`config.mk`:
```
export PLATFORM = sky130hd
export DESIGN_NAME = source_tokenizer_core
export DESIGN_NICKNAME = d
export VERILOG_FILES = /design/src/sv/sttok_pkg.sv /design/src/sv/sttok_front.sv /design/src/sv/sttok_queue.sv /design/src/sv/sttok_back.sv /design/src/sv/source_tokenizer_core.sv
export SDC_FILE = /design/constraint.sdc
export NUM_CORES = 1
export LEC_CHECK = 0
export ABC_AREA = 0
export BUFFER_PORTS_ARGS = -buffer_cell sky130_fd_sc_hd__buf_4
export CAP_MARGIN = 20
export CORE_ASPECT_RATIO = 1.1
export CORE_UTILIZATION = 50
export DETAILED_ROUTE_END_ITERATION = 8
export GPL_TIMING_DRIVEN = 0
export PLACE_DENSITY = 0.67
export SLEW_MARGIN = 40
export SYNTH_ARGS = -nofsm -noshare
export SYNTH_HDL_FRONTEND = slang
export SYNTH_SLANG_ARGS = --single-unit
```
`constraint.sdc`:
```
create_clock -name clk_i -period 13.1 [get_ports clk_i]
set_input_delay 0 -clock clk_i [delete_from_list [all_inputs] [get_ports clk_i]]
set_output_delay 0 -clock clk_i [all_outputs]
set_load 0.05 [all_outputs]
```
`src/sv/sttok_pkg.sv`:
```
// ----------------------------------------------------------------------------
// sttok_pkg
// types and constants of the source tokenizer
// ----------------------------------------------------------------------------
package sttok_pkg;

  localparam int unsigned POSITION_BITS   = 16;
  localparam int unsigned IDENT_MAX_CHARS = 8;
  localparam int unsigned TAB_STOP        = 8;
  localparam int unsigned PHASE_BITS      = 4;
  localparam int unsigned QUEUE_DEPTH     = 4;
  localparam int unsigned POS_MAX_INT     = (1 << POSITION_BITS) - 1;
  localparam logic [POSITION_BITS-1:0] POS_MAX = POSITION_BITS'(POS_MAX_INT);
  localparam logic [PHASE_BITS-1:0] TAB_PHASE_SAT =
    PHASE_BITS'((POS_MAX_INT - 1) % TAB_STOP);

  localparam logic [7:0] CH_EQUALS     = 8'h3D;
  localparam logic [7:0] CH_PLUS       = 8'h2B;
  localparam logic [7:0] CH_MINUS      = 8'h2D;
  localparam logic [7:0] CH_STAR       = 8'h2A;
  localparam logic [7:0] CH_SLASH      = 8'h2F;
  localparam logic [7:0] CH_SEMI       = 8'h3B;
  localparam logic [7:0] CH_UNDERSCORE = 8'h5F;
  localparam logic [7:0] CH_NEWLINE    = 8'h0A;
  localparam logic [7:0] CH_TAB        = 8'h09;
  localparam logic [63:0] KW_INT_CHARS = 64'h0000_0000_0074_6E69;

  typedef enum logic [3:0] {
    TK_IDENT   = 4'd0,
    TK_KW_INT  = 4'd1,
    TK_NUMBER  = 4'd2,
    TK_EQUALS  = 4'd3,
    TK_PLUS    = 4'd4,
    TK_MINUS   = 4'd5,
    TK_STAR    = 4'd6,
    TK_SLASH   = 4'd7,
    TK_SEMI    = 4'd8,
    TK_END     = 4'd9,
    TK_UNKNOWN = 4'd10
  } tok_kind_e;

  typedef enum logic [2:0] {
    MODE_IDLE   = 3'b001,
    MODE_IDENT  = 3'b010,
    MODE_NUMBER = 3'b100
  } scan_mode_e;

  typedef struct packed {
    logic                     vld;
    tok_kind_e                kind;
    logic [POSITION_BITS-1:0] line;
    logic [POSITION_BITS-1:0] column;
    logic [26:0]              num;
    logic [63:0]              chars;
    logic [3:0]               len;
    logic                     err;
    logic                     sticky;
  } token_t;

  // one source byte yields at most a flushed token and then one more
  typedef struct packed {
    token_t first;
    token_t second;
  } entry_t;

endpackage

```
`src/sv/sttok_front.sv`:
```
// ----------------------------------------------------------------------------
// sttok_front
// classifies source bytes, tracks position and builds token entries
// ----------------------------------------------------------------------------
module sttok_front import sttok_pkg::*; (
  input  logic       clk_i,
  input  logic       rst_ni,
  input  logic       accept_i,
  input  logic [7:0] byte_i,
  input  logic       eoi_i,
  output logic       push_o,
  output entry_t     entry_o
);

  scan_mode_e               mode_q, mode_d;
  logic [POSITION_BITS-1:0] line_q, line_d, col_q, col_d;
  logic [POSITION_BITS-1:0] sline_q, sline_d, scol_q, scol_d;
  logic [PHASE_BITS-1:0]    phase_q, phase_d;
  logic [63:0]              buf_q, buf_d;
  logic [3:0]               kept_q, kept_d;
  logic [26:0]              acc_q, acc_d;
  logic                     err_seen_q, err_seen_d;
  logic                     fin_q, fin_d;

  logic                     is_alpha, is_digit, is_space, is_end;
  logic [POSITION_BITS-1:0] col_inc;
  logic [PHASE_BITS-1:0]    phase_inc;
  logic [POSITION_BITS:0]   tab_sum;
  token_t                   pend, sym;
  tok_kind_e                sym_kind;

  always_comb begin
    is_alpha = (byte_i inside {[8'h61:8'h7A], [8'h41:8'h5A]}) || (byte_i == CH_UNDERSCORE);
    is_digit = byte_i inside {[8'h30:8'h39]};
    is_space = byte_i inside {8'h20, 8'h09, 8'h0A, 8'h0B, 8'h0C, 8'h0D};
    is_end   = eoi_i || (byte_i == 8'h00);
    col_inc   = (col_q == POS_MAX) ? col_q : col_q + 1'b1;
    phase_inc = (col_q == POS_MAX) ? phase_q :
                (phase_q == PHASE_BITS'(TAB_STOP - 1)) ? '0 : phase_q + 1'b1;
    tab_sum = {1'b0, col_q} + (POSITION_BITS+1)'(TAB_STOP)
              - (POSITION_BITS+1)'(phase_q);

    pend        = '0;
    pend.vld    = (mode_q != MODE_IDLE);
    pend.line   = sline_q;
    pend.column = scol_q;
    pend.sticky = err_seen_q;
    if (mode_q == MODE_IDENT) begin
      pend.kind  = (kept_q == 4'd3 && buf_q == KW_INT_CHARS) ? TK_KW_INT : TK_IDENT;
      pend.chars = buf_q;
      pend.len   = kept_q;
    end else begin
      pend.kind = TK_NUMBER;
      pend.num  = acc_q;
    end

    case (byte_i)
      CH_EQUALS: sym_kind = TK_EQUALS;
      CH_PLUS:   sym_kind = TK_PLUS;
      CH_MINUS:  sym_kind = TK_MINUS;
      CH_STAR:   sym_kind = TK_STAR;
      CH_SLASH:  sym_kind = TK_SLASH;
      CH_SEMI:   sym_kind = TK_SEMI;
      default:   sym_kind = TK_UNKNOWN;
    endcase
    sym        = '0;
    sym.line   = line_q;
    sym.column = col_q;

    mode_d     = mode_q;
    line_d     = line_q;
    col_d      = col_q;
    sline_d    = sline_q;
    scol_d     = scol_q;
    phase_d    = phase_q;
    buf_d      = buf_q;
    kept_d     = kept_q;
    acc_d      = acc_q;
    err_seen_d = err_seen_q;
    fin_d      = fin_q;
    entry_o    = '0;

    if (accept_i && !fin_q) begin
      if (is_end) begin
        entry_o.first      = pend;
        sym.vld            = 1'b1;
        sym.kind           = TK_END;
        sym.sticky         = err_seen_q;
        entry_o.second     = sym;
        fin_d              = 1'b1;
        mode_d             = MODE_IDLE;
        buf_d              = '0;
        kept_d             = '0;
        acc_d              = '0;
      end else if (mode_q == MODE_IDENT && (is_alpha || is_digit)) begin
        if (kept_q < 4'(IDENT_MAX_CHARS)) begin
          buf_d[kept_q[2:0]*8 +: 8] = byte_i;
          kept_d = kept_q + 1'b1;
        end
        col_d   = col_inc;
        phase_d = phase_inc;
      end else if (mode_q == MODE_NUMBER && is_digit) begin
        if (kept_q < 4'(IDENT_MAX_CHARS)) begin
          acc_d  = (acc_q << 3) + (acc_q << 1) + 27'(byte_i[3:0]);
          kept_d = kept_q + 1'b1;
        end
        col_d   = col_inc;
        phase_d = phase_inc;
      end else begin
        entry_o.first = pend;
        mode_d = MODE_IDLE;
        buf_d  = '0;
        kept_d = '0;
        acc_d  = '0;
        if (is_alpha) begin
          mode_d  = MODE_IDENT;
          sline_d = line_q;
          scol_d  = col_q;
          buf_d   = {56'd0, byte_i};
          kept_d  = 4'd1;
          col_d   = col_inc;
          phase_d = phase_inc;
        end else if (is_digit) begin
          mode_d  = MODE_NUMBER;
          sline_d = line_q;
          scol_d  = col_q;
          acc_d   = 27'(byte_i[3:0]);
          kept_d  = 4'd1;
          col_d   = col_inc;
          phase_d = phase_inc;
        end else if (is_space) begin
          if (byte_i == CH_NEWLINE) begin
            col_d   = POSITION_BITS'(1);
            phase_d = '0;
            line_d  = (line_q == POS_MAX) ? line_q : line_q + 1'b1;
          end else if (byte_i == CH_TAB) begin
            if (tab_sum >= {1'b0, POS_MAX}) begin
              col_d   = POS_MAX;
              phase_d = TAB_PHASE_SAT;
            end else begin
              col_d   = tab_sum[POSITION_BITS-1:0];
              phase_d = '0;
            end
          end else begin
            col_d   = col_inc;
            phase_d = phase_inc;
          end
        end else begin
          sym.vld        = 1'b1;
          sym.kind       = sym_kind;
          sym.err        = (sym_kind == TK_UNKNOWN);
          sym.sticky     = err_seen_q || sym.err;
          err_seen_d     = sym.sticky;
          entry_o.second = sym;
          col_d          = col_inc;
          phase_d        = phase_inc;
        end
      end
    end
    push_o = entry_o.first.vld || entry_o.second.vld;
  end

  always_ff @(posedge clk_i or negedge rst_ni) begin
    if (!rst_ni) begin
      mode_q     <= MODE_IDLE;
      line_q     <= POSITION_BITS'(1);
      col_q      <= POSITION_BITS'(1);
      sline_q    <= POSITION_BITS'(1);
      scol_q     <= POSITION_BITS'(1);
      phase_q    <= '0;
      buf_q      <= '0;
      kept_q     <= '0;
      acc_q      <= '0;
      err_seen_q <= 1'b0;
      fin_q      <= 1'b0;
    end else begin
      mode_q     <= mode_d;
      line_q     <= line_d;
      col_q      <= col_d;
      sline_q    <= sline_d;
      scol_q     <= scol_d;
      phase_q    <= phase_d;
      buf_q      <= buf_d;
      kept_q     <= kept_d;
      acc_q      <= acc_d;
      err_seen_q <= err_seen_d;
      fin_q      <= fin_d;
    end
  end

endmodule

```
`src/sv/sttok_queue.sv`:
```
// ----------------------------------------------------------------------------
// sttok_queue
// short entry queue between the scanner and the token emitter
// ----------------------------------------------------------------------------
module sttok_queue import sttok_pkg::*; #(
  parameter int unsigned DEPTH = QUEUE_DEPTH
) (
  input  logic   clk_i,
  input  logic   rst_ni,
  input  logic   push_i,
  input  entry_t push_data_i,
  input  logic   pop_i,
  output entry_t head_o,
  output logic   empty_o,
  output logic   full_o
);

  localparam int unsigned PtrW = (DEPTH > 1) ? $clog2(DEPTH) : 1;
  localparam int unsigned CntW = $clog2(DEPTH + 1);

  entry_t            mem_q [DEPTH];
  logic [PtrW-1:0]   wr_ptr_q, rd_ptr_q;
  logic [CntW-1:0]   count_q;

  assign empty_o = (count_q == '0);
  assign full_o  = (count_q == CntW'(DEPTH));
  assign head_o  = mem_q[rd_ptr_q];

  always_ff @(posedge clk_i) begin
    if (push_i) begin
      mem_q[wr_ptr_q] <= push_data_i;
    end
  end

  always_ff @(posedge clk_i or negedge rst_ni) begin
    if (!rst_ni) begin
      wr_ptr_q <= '0;
      rd_ptr_q <= '0;
      count_q  <= '0;
    end else begin
      if (push_i) begin
        wr_ptr_q <= (wr_ptr_q == PtrW'(DEPTH - 1)) ? '0 : wr_ptr_q + 1'b1;
      end
      if (pop_i) begin
        rd_ptr_q <= (rd_ptr_q == PtrW'(DEPTH - 1)) ? '0 : rd_ptr_q + 1'b1;
      end
      count_q <= count_q + CntW'(push_i) - CntW'(pop_i);
    end
  end

endmodule

```
`src/sv/sttok_back.sv`:
```
// ----------------------------------------------------------------------------
// sttok_back
// splits queue entries into single tokens and holds the output register
// ----------------------------------------------------------------------------
module sttok_back import sttok_pkg::*; (
  input  logic   clk_i,
  input  logic   rst_ni,
  input  entry_t head_i,
  input  logic   empty_i,
  output logic   pop_o,
  input  logic   out_ready_i,
  output logic   out_valid_o,
  output token_t out_tok_o,
  output logic   out_last_o
);

  logic   valid_q;
  logic   beat_q, beat_d;
  logic   load;
  logic   send_first;
  token_t tok_d;
  logic   last_d;

  assign load        = !valid_q || out_ready_i;
  assign send_first  = head_i.first.vld && !beat_q;
  assign out_valid_o = valid_q;

  always_comb begin
    pop_o  = 1'b0;
    beat_d = beat_q;
    tok_d  = send_first ? head_i.first : head_i.second;
    last_d = send_first ? !head_i.second.vld : 1'b1;
    if (load && !empty_i) begin
      if (send_first && head_i.second.vld) begin
        beat_d = 1'b1;
      end else begin
        beat_d = 1'b0;
        pop_o  = 1'b1;
      end
    end
  end

  always_ff @(posedge clk_i or negedge rst_ni) begin
    if (!rst_ni) begin
      valid_q <= 1'b0;
      beat_q  <= 1'b0;
    end else begin
      beat_q <= beat_d;
      if (load) begin
        valid_q <= !empty_i;
      end
    end
  end

  always_ff @(posedge clk_i) begin
    if (load && !empty_i) begin
      out_tok_o  <= tok_d;
      out_last_o <= last_d;
    end
  end

endmodule

```
`src/sv/source_tokenizer_core.sv`:
```
// ----------------------------------------------------------------------------
// source_tokenizer_core
// streaming tokenizer: source bytes in, identifier, number and symbol tokens out
//
// channel  dir  fields (low bit first)
// s_axis   in   tdata: source_byte[7:0]; tlast: end_of_input
// m_axis   out  tdata: line, column, number_value, ident_chars, ident_length,
//               sticky_error; tuser: token_kind, token_error; tlast: last_of_run
//
// one source byte is taken each cycle while the four-entry queue has room
// a byte that yields two tokens is sent by the emitter as two separate output beats
// a token is written into the queue and then into the output register before m_axis presents it
// reset clears scanner state, queue pointers and output valid
// output stalls fill the queue and then drop s_axis_tready
// ----------------------------------------------------------------------------
module source_tokenizer_core import sttok_pkg::*; #(
  parameter int unsigned QUEUE_ENTRIES = QUEUE_DEPTH
) (
  input  logic         clk_i,
  input  logic         rst_ni,
  input  logic         s_axis_tvalid,
  output logic         s_axis_tready,
  input  logic [7:0]   s_axis_tdata,   // source_byte
  input  logic         s_axis_tlast,   // end_of_input
  output logic         m_axis_tvalid,
  input  logic         m_axis_tready,
  // token_line, token_column, number_value, ident_chars, ident_length, sticky_error
  output logic [127:0] m_axis_tdata,
  output logic [4:0]   m_axis_tuser,   // token_kind, token_error
  output logic         m_axis_tlast    // last_of_run
);

  logic   accept, push, pop, empty, full;
  entry_t entry, head;
  token_t tok;

  assign s_axis_tready = !full;
  assign accept        = s_axis_tvalid && s_axis_tready;

  sttok_front u_front (
    .clk_i   (clk_i),
    .rst_ni  (rst_ni),
    .accept_i(accept),
    .byte_i  (s_axis_tdata),
    .eoi_i   (s_axis_tlast),
    .push_o  (push),
    .entry_o (entry)
  );

  sttok_queue #(
    .DEPTH(QUEUE_ENTRIES)
  ) u_queue (
    .clk_i      (clk_i),
    .rst_ni     (rst_ni),
    .push_i     (push),
    .push_data_i(entry),
    .pop_i      (pop),
    .head_o     (head),
    .empty_o    (empty),
    .full_o     (full)
  );

  sttok_back u_back (
    .clk_i      (clk_i),
    .rst_ni     (rst_ni),
    .head_i     (head),
    .empty_i    (empty),
    .pop_o      (pop),
    .out_ready_i(m_axis_tready),
    .out_valid_o(m_axis_tvalid),
    .out_tok_o  (tok),
    .out_last_o (m_axis_tlast)
  );

  assign m_axis_tdata = {tok.sticky, tok.len, tok.chars, tok.num, tok.column, tok.line};
  assign m_axis_tuser = {tok.err, tok.kind};

endmodule

```
### Word level (Yosys, flattened, before mapping)

Memories as Yosys holds them, arrays and structs flattened.
Index checks and enable logic that the tools add are counted.

| word-level totals | value |
|---|---|
| bits in registers | 311 |
| RAM bits | 1072 |
| input bits | 13 |
| output and inout port bits | 136 |
| logic and storage cells | 188 |
| memories | 1 |

| cells by class | value |
|---|---|
| add/sub/neg operators | 13 |
| order comparisons | 8 |
| equality and inequality tests | 30 |
| shift operators | 2 |
| multiplexer cells | 66 |
| bitwise logic cells | 7 |
| reductions and logical operators | 36 |

Memories:

| memory | words | bits a word | read ports | clocked after memory_dff | write ports | RTL line | source |
|---|---|---|---|---|---|---|---|
| u_queue.mem_q | 4 | 268 | 1 | 0 | 1 | sttok_queue.sv:21 | `entry_t mem_q [DEPTH];` |

Operator list:

| cell | number |
|---|---|
| 268-bit two-way mux | 4 |
| 134-bit two-way mux | 3 |
| 64-bit two-way mux | 4 |
| 16-bit two-way mux | 13 |
| 27-bit two-way mux | 6 |
| 133-bit two-way mux | 1 |
| 68-bit two-way mux | 1 |
| 64-bit bitwise mux | 1 |
| 64-bit by 23-bit equality test with 1-bit output (second input constant) | 1 |
| 4-bit two-way mux | 16 |
| 8-bit by 34-bit variable shift with 64-bit output (first input constant) | 1 |
| 8-bit by 34-bit variable part select with 64-bit output | 1 |
| 8-bit by 6-bit equality test with 1-bit output (second input constant) | 7 |
| 8-bit by 4-bit equality test with 1-bit output (second input constant) | 5 |
| 6-bit negation with 34-bit output | 1 |
| 16-bit by 1-bit adder with 16-bit output (second input constant) | 2 |
| 16-bit equality test (second input constant) | 2 |
| 27-bit adder | 1 |
| 27-bit by 4-bit adder with 27-bit output | 1 |
| 4-bit one-hot mux with 6 select lines | 1 |
| 3-bit two-way mux | 6 |
| 16-bit by 4-bit adder with 17-bit output (second input constant) | 1 |
| 17-bit by 16-bit greater-or-equal comparator with 1-bit output (second input constant) | 1 |
| 17-bit by 4-bit subtractor with 17-bit output | 1 |
| 35 further kinds | 81 |

### Logic depth before layout (Yosys ltp)

Gate-level depths: netlist of run 1.

| logic depth | value |
|---|---|
| depth in word-level cells | 14 |
| mapped depth | 15 |
| depth with buffers taken out | 14 |

### Cells and area by module

Synthesis of run 1 repeated with hierarchy kept, for this count alone.

| second synthesis, totals | value |
|---|---|
| cells, all modules | 3134 |
| area total of the unflattened synthesis | 57276.2 um^2 |

By module, submodules not included:

| module | times used | cells an instance | area an instance (um^2) | sequential area each (um^2) |
|---|---|---|---|---|
| sttok_queue | 1 | 1436 | 39075.0 | 32366.0 |
| sttok_front | 1 | 1402 | 12199.2 | 4210.3 |
| sttok_back | 1 | 294 | 5992.0 | 4103.9 |
| source_tokenizer_core | 1 | 2 | 10.0 | 0.0 |

### Worst setup path before layout of run 1

OpenSTA, ideal clock, no wires.

| timing path | value |
|---|---|
| path kind | register -> register |
| start point | register u_queue.count_q[2] |
| end point | memory u_queue.mem_q[0][0] in the netlist's numbering (enable) |
| library setup time | 0.723 ns |
| data arrival time | 9.538 ns |
| required time | 12.377 ns |
| path slack | 2.838 ns |
| stages on the path, launching flop included | 8 |
| path buffers | 1 |
| period minus slack after synthesis | 10.262 ns |
| cell sequence | dfrtp_1 -> or3b_1 -> nand2_1 -> or3_4 -> and2_1 -> buf_6 -> o21a_4 -> nor2b_1 |

| on the way | value |
|---|---|
| cells in the longest elaborated chain, start to end | 8 |

RTL lines:

| item | RTL line | source |
|---|---|---|
| start: declaration | sttok_queue.sv:23 | `logic [CntW-1:0] count_q;` |
| start signal: assignment | sttok_queue.sv:47 | `count_q <= count_q + CntW'(push_i) - CntW'(pop_i);` |
| 3-bit equality test | sttok_queue.sv:26 | `assign full_o = (count_q == CntW'(DEPTH));` |
| 1-bit zero test | source_tokenizer_core.sv:37 | `assign s_axis_tready = !full;` |
| via s_axis_tready | source_tokenizer_core.sv:22 | `output logic s_axis_tready,` |
| 1-bit logical AND | source_tokenizer_core.sv:38 | `assign accept = s_axis_tvalid && s_axis_tready;` |
| 1-bit logical AND | sttok_front.sv:83 | `if (accept_i && !fin_q) begin` |
| 268-bit two-way mux | sttok_front.sv:83 |  |
| 1-bit logical OR | sttok_front.sv:160 | `push_o = entry_o.first.vld \|\| entry_o.second.vld;` |
| 1-bit two-way mux | sttok_queue.sv:30 | `if (push_i) begin` |
| 1-bit two-way mux (not written as such) | sttok_queue.sv:31 | `mem_q[wr_ptr_q] <= push_data_i;` |
| end: declaration | sttok_queue.sv:21 |  |

The timed path passes the listed nets, and every way through them passes these cells.

### Final worst setup path of run 1

| timing path | value |
|---|---|
| start point | register u_front.col_q[3] |
| end point | register u_front.col_q[5] |

| on the way | value |
|---|---|
| cells in the longest elaborated chain, start to end | 11 |
| elaborated cells between the ends (all ways) | 14 |
| classes of those cells | add/sub (3); order compare (1); eq/ne (1); mux (9) |

RTL lines:

| item | RTL line | source |
|---|---|---|
| start: declaration | sttok_front.sv:16 | `logic [POSITION_BITS-1:0] line_q, line_d, col_q, col_d;` |
| start signal: assignment | sttok_front.sv:179 | `col_q <= col_d;` |
| 16-bit by 4-bit adder with 17-bit output | sttok_front.sv:40 | `tab_sum = {1'b0, col_q} + (POSITION_BITS+1)'(TAB_STOP)` |
| 17-bit by 4-bit subtractor with 17-bit output | sttok_front.sv:41 | `- (POSITION_BITS+1)'(phase_q);` |
| 17-bit by 16-bit greater-or-equal comparator with 1-bit output | sttok_front.sv:137 | `if (tab_sum >= {1'b0, POS_MAX}) begin` |
| 16-bit two-way mux | sttok_front.sv:137 |  |
| 16-bit two-way mux | sttok_front.sv:136 | `end else if (byte_i == CH_TAB) begin` |
| 16-bit two-way mux | sttok_front.sv:132 | `if (byte_i == CH_NEWLINE) begin` |
| 16-bit two-way mux | sttok_front.sv:131 | `end else if (is_space) begin` |
| 16-bit two-way mux | sttok_front.sv:123 | `end else if (is_digit) begin` |
| 16-bit two-way mux | sttok_front.sv:115 | `if (is_alpha) begin` |
| 16-bit two-way mux | sttok_front.sv:102 | `end else if (mode_q == MODE_NUMBER && is_digit) begin` |
| 16-bit two-way mux * | sttok_front.sv:95 | `end else if (mode_q == MODE_IDENT && (is_alpha \|\| is_digit)) begin` |

Mark *: on every way between the ends. The rest lies on a longest branch, timed or not.
A chain may end at the register's enable or synchronous reset.

==> key figures, run 1 <==
Status
  • Status: completed

Floorplan
  • Die height: 304.2 um
  • Starting Density: 50.59%
  • I/O pin total: 149
  • Row count: between 100 and 150
  • Core Area: 82030 sq um
  • Chip Width: 276.7 um
  • Die area: 84160 sq um

Placement
  • Hpwl dp: between 60000 and 70000 um
  • PortBufs: 145
  • Area after DPL: about 45000 sq um
  • GPL Wtd Cong: 0.8913

Timing
  • Tmin final: about 3900 ps
  • Slew Limit Headroom: roughly 43%
  • Slew @ Worst Pin: roughly 850 ps
  • Final period utilization: 29.72%
  • RSZ-0062 raised after global routing: false
  • Slew Limit Fails: 0
  • Fmax: 256.8 MHz
  • # setup viols final: 0
  • Hold slack: just under 80 ps
  • Fin. Hold Viols: 0
  • Clock Skews: 29.15 ps

Worst setup path
  • Worst path required time: approximately 14000 ps
  • Maximum fanout along the worst path: 9
  • Worst Setup Start Kind: flop
  • Arrival @ worst endpoint: 4500 ps
  • Setup CP Type: reg -> reg
  • Kind of end point of the critical path: flop

Yosys
  • Post-synth top flop: edfxtp_1
  • Distinct cells, synth: a little under 90
  • Cells after synthesis: roughly 2500
  • Synth Net Count: 2610
  • Synthesized area: ~41000 sq um
  • Avg Inst Size Synth: 16.59 sq um
  • Post-synth EDFFs: 814
  • Seq cells post-synth: 991
  • Seq/Total Area, Yosys: approximately 70%
  • Ys async rst share: roughly 18%
  • Synth warn: 0

Final layout
  • Most frequent cells in the layout: 814 x edfxtp_1, 172 x dfrtp_1, 170 x mux4_2, 167 x and2_1, 144 x buf_4
  • Most common cell after layout, fill and taps aside: edfxtp_1
  • Synthesis-to-layout area growth: 17.33%
  • Share of layout cells above drive strength 1: 22.54%
  • Final #Nets: 2929
  • Fin area: roughly 49000 sq um
  • Final Util: roughly 59%
  • Fill count: 6028

GRT
  • Grt total ovfl: 0
  • First-pass GRT wire length: 146700 um
  • Largest net degree at the start of global routing: 72
  • Vias in the first global route: 24400
  • Tot GR Track Use: 22.88%
  • Initial antenna violation count: 3

Drt
  • Final wirelength: 95010 um
  • DRC viols: 0
  • DR vias/cell: 5.923
  • 1st-iter DRT viols: 2162
  • Routed Antenna Nets: 0
  • DR vias: 23530
  • DR pass1 iterations: 6
  • Routed wire per std cell: between 20 and 25 um

Min path
  • Min-delay worst type: in -> reg

Pwr
  • Leak: ~0.018 uW
  • Worst vdd ir: 0.0001152 V
  • Power Density: 213.8 nW/um^2

Clock network
  • CTS tree: built
  • Number of buffers created by CTS: 98
  • Worst-Skew Late Latency: 680 ps
  • Max Root-Sink Buffers: 3
  • TritonCTS Sinks: a little under 1000
  • Worst-path clk slew: 70 ps
  • H-tree levels: 3
  • CTS Root Cell: clkbuf_16

Flow run
  • Max Cap Viol: 0
[worst paths after layout]
check / from / to / slack (ps) / cells past startpoint
setup / recovery: u_front.col_q[3] / u_front.col_q[5] / 9210 / 13
max in group asynchronous: rst_ni / u_front.acc_q[7] / 11650 / 6
min in group asynchronous: rst_ni / u_front.line_q[0] / 440 / 3
hold / removal: m_axis_tready / u_back.out_valid_o / 80 / 3
hold reg to reg: u_front.scol_q[0] / u_front.scol_q[0] / 470 / 2
setup reg to reg: u_front.col_q[3] / u_front.col_q[5] / 9210 / 13
[power breakdown]
group / switching, uW / internal [uW]
clock: 1210 / 1630
sequential: 160 / 4000
combinational: 2130 / 1290
[per-stage QoR]
| stage | power, uW | worst slack, ps | setup TNS (ps) | instances |
|---|---|---|---|---|
| floorplan | 6570 | 2838 | 0 | 2502 |
| global placement | 7634 | -3087 | -2016910 | 3711 |
| detailed placement | 7668 | 9258 | 0 | 3771 |
| CTS | 10510 | 9275 | 0 | 3970 |
| global route | 10820 | 8877 | 0 | 3972 |
| finish | 10410 | 9206 | 0 | 3972 |
[final cells by class]
class	count	area, sq um	share of cell area [%]
antenna	2	5.005	0.01028
buffer	119	509.2	1.046
clock buffer	135	2693	5.530
clock inverter	50	570.5	1.172
inverter	60	225.2	0.4625
multi-input combinational	1332	11960	24.57
sequential	991	28880	59.31
tap	1064	1331	2.734
timing repair buffer	219	2515	5.165
[synthesized netlist by cell type, types with 38 or more instances]
master | instances | area, sq um
mux2_2 | 52 | 585.6
and2_1 | 167 | 1045
edfxtp_1 | 814 | 24440
nor2_1 | 75 | 281.5
inv_1 | 58 | 217.7
and3_1 | 115 | 719.4
clkbuf_1 | 80 | 300.3
a21oi_1 | 59 | 295.3
xnor2_1 | 38 | 332.8
o21ai_0 | 70 | 350.3
ha_1 | 91 | 1139
mux4_2 | 170 | 3829
dfrtp_1 | 172 | 4304
nand2_1 | 133 | 499.2
[worst max-delay path, cell delays in order, from the launching register on]
cell	delay [ps]
dfrtp_1	320
clkbuf_1	270
inv_1	180
ha_1	310
inv_1	40
ha_1	250
a211oi_1	580
nor2_1	190
a311oi_1	310
a21oi_1	150
mux2i_1	210
nor2_1	630
o21ai_0	200
a21oi_1	180
[per-layer routing]
layer	vias up	routed length, um	global-route usage (%)
met2	743	48490	38.95
met5	-	0	0
met4	0	2220	7.455
met3	137	4734	3.317
met1	12190	39560	30.41
li1	10460	-	-
[sequential cells by signal (all words and copies together), names as in the netlist, 4 cells and up]
| signal | flops |
|---|---|
| u_front.kept_q | 4 |
| u_front.acc_q | 27 |
| u_front.buf_q | 64 |
| u_front.line_q | 16 |
| u_queue.mem_q | 680 |
| u_front.sline_q | 16 |
| u_front.scol_q | 16 |
| u_back.out_tok_o | 133 |
| u_front.col_q | 16 |
| u_front.phase_q | 4 |
[cell families (layout without fill, tap and decap cells)]
group           Yosys count  count (layout)  share of synthesized area, %
xor+xnor                 55              55                         1.161
flops                   991             991                         69.59
other cells               0               2                             0
buf+inv                 179             583                         1.728
fa+ha+maj                95              95                         2.937
simple gates            631             631                         8.303
mux                     230             230                         10.85
compound gates          321             321                         5.430
[repair_timing]
action	in CTS	in global routing
resized for setup	0	0
setup buffers	0	0
setup endpoints to repair	0	0
endpoints found under the hold margin	180	0
hold buffers	14	0
Note: power is estimated with default switching activity, not from simulation.
==> run 2: changes to the inputs <==
- clock period: 13.1 -> 3.9 ns (I/O delays scaled with it)
==> run 2 against run 1 <==
Compared with the run above: non-clock buffer count up 5; die area unchanged; first-iteration DRC count down 8.3%; setup slack worse by 9000 ps; sequential power rose to 3.4 times the previous value; critical path type unchanged; largest power group unchanged.
==> key figures, run 2 (synthesis results as in run 1) <==
GRT
  • Initial antenna violation count: 2
  • Vias in the first global route: 24500
  • First-pass GRT wire length: 147200 um
  • Grt total ovfl: 0
  • Largest net degree at the start of global routing: 67
  • Tot GR Track Use: 23.01%

Worst setup path
  • Kind of end point of the critical path: flop
  • Cell family with most CP delay: compound AO/OA/AOI/OAI gates
  • Worst path required time: 4480 ps
  • Reg2Reg Depth: 14
  • Worst Setup Start Kind: flop
  • Setup CP Type: reg -> reg
  • Crit-path cells: inv_1, ha_1, inv_1, ha_1, inv_1, fa_1, nand2b_1, a21oi_1, a311o_1, a31oi_1, xnor2_1, o2111ai_1, o21a_1, o32ai_1
  • Crit Reg-Reg Endpoint: u_front.phase_q[1]
  • Flop2flop setup slack: between 150 and 200 ps
  • Arrival @ worst endpoint: 4280 ps
  • R2R Path Start: u_front.col_q[0]
  • CP dominant cell by count: inv_1
  • CP bufs+invs: 3
  • Worst path max stage delay: 550 ps
  • Slowest cell on crit path: dfstp_2
  • Maximum fanout along the worst path: 8

Placement
  • PortBufs: 145
  • Area after DPL: 45270 sq um
  • GPL Wtd Cong: 0.8909
  • Hpwl dp: approximately 65000 um
  • Placed cell count: 3773

Final layout
  • Max reg flops: 680
  • Final #Nets: 2934
  • Register name with the most flops: u_queue.mem_q
  • Top flop regs: u_queue.mem_q (680), u_back.out_tok_o (133), u_front.buf_q (64)
  • Most frequent cells in the layout: 814 x edfxtp_1, 171 x dfrtp_1, 170 x mux4_2, 166 x and2_1, 145 x buf_4
  • Synthesis-to-layout area growth: 17.40%
  • Share of layout cells above drive strength 1: 23.12%
  • Final Util: between 50% and 60%
  • Most common cell after layout, fill and taps aside: edfxtp_1
  • Fin area: 48720 sq um
  • Fin cells: roughly 4000

Status
  • Status: completed

Timing
  • Fin. Hold Viols: 0
  • Fmax: around 270 MHz
  • Clock Skews: 35.00 ps
  • Slew Limit Headroom: a little over two fifths
  • Slew Limit Fails: 0
  • Hold slack: 65.73 ps
  • RSZ-0062 raised after global routing: true
  • # setup viols final: 0
  • Tmin final: between 3000 and 4000 ps
  • Slew @ Worst Pin: 856.9 ps
  • Final period utilization: 94.92%

Floorplan
  • Starting Density: 50.59%
  • Row count: 110
  • Chip Width: 276.7 um
  • Core Area: 82030 sq um
  • Die height: 304.2 um
  • I/O pin total: 149
  • Die area: 84160 sq um

Flow run
  • Max Cap Viol: 0

Drt
  • Routed Antenna Nets: 0
  • DR vias: 23410
  • 1st-iter DRT viols: 1982
  • Routed wire per std cell: 23.91 um
  • DRC viols: 0
  • DR vias/cell: between 5 and 6
  • DR pass1 iterations: 6
  • Final wirelength: 95050 um

Clock network
  • Worst-Skew Late Latency: 680 ps
  • Worst-path clk slew: around 70 ps
  • Number of buffers created by CTS: 98
  • TritonCTS Sinks: ~990
  • Max Root-Sink Buffers: 3
  • CTS Root Cell: clkbuf_16
  • CTS tree: built
  • H-tree levels: 3

Min path
  • Min-delay worst type: in -> reg
  • Hold depth: 3
  • HP Start: m_axis_tready
  • Hold Path Sink: u_back.out_valid_o

Pwr
  • Power Density: 717.6 nW/um^2
  • Worst vdd ir: 0.0003610 V
  • Power Total: 34960 uW
  • Leak: between 0.015 and 0.02 uW
[run 2: power by group]
group          total [uW]  switching (uW)  internal [uW]
combinational       11500            7180           4350
sequential          14000             547          13400
clock                9460            4020           5440
total               35000           11700          23200
[run 2: worst max-delay path by stage]
| stage | start | slack [ps] | end | cells after the start |
|---|---|---|---|---|
| after floorplan | s_axis_tdata[1] | -740 | u_queue.mem_q[0][0] | 8 |
| after global placement | s_axis_tdata[3] | -2960 | u_queue.mem_q[2][120] | 9 |
| after detailed placement | s_axis_tdata[3] | 40 | u_queue.mem_q[3][164] | 14 |
| after CTS | u_queue.rd_ptr_q[1] | 90 | u_back.out_tok_o[118] | 6 |
| after global routing | u_front.col_q[3] | -20 | u_front.phase_q[1] | 13 |
| final | u_front.col_q[0] | 200 | u_front.phase_q[1] | 14 |
[run 2: tightest hold or removal path, cell delays in order]
cell and delay, ps:
dlygate4sd3_1 520, buf_4 100, o21ai_0 70
[run 2: area by class of cell]
class / count / area, sq um
clock inverters: 69 / 688.2
diodes: 1 / 2.502
flip-flops and latches: 991 / 28880
repair buffers: 224 / 2530
fillers: 6056 / 33310
plain buffers: 119 / 515.5
multi-input cells: 1332 / 12000
well taps: 1064 / 1331
inverters: 60 / 225.2
clock buffers: 116 / 2551
[run 2: metrics by stage]
| stage | setup WS [ps] | TNS, ps |
|---|---|---|
| floorplan | -741.9 | -505720 |
| global placement | -2964 | -2067430 |
| detailed placement | 38.92 | 0 |
| CTS | 85.65 | 0 |
| global route | -16.04 | -16.04 |
| finish | 198.2 | 0 |
[run 2: timing repair]
item | 4_1_cts | 5_1_grt
gates resized for setup | 0 | 3
endpoints found under the hold margin | 249 | 0
setup buffers | 0 | 0
setup endpoints to repair | 0 | 46
hold buffers | 16 | 0
[run 2: metal layers]
layer	global-route usage, %	part of all wire [%]	up-vias
met2	39.63	51	687
li1	-	-	10480
met4	8.010	2.8	0
met5	0	0	-
met3	3.194	4.7	148
met1	30.06	41	12100
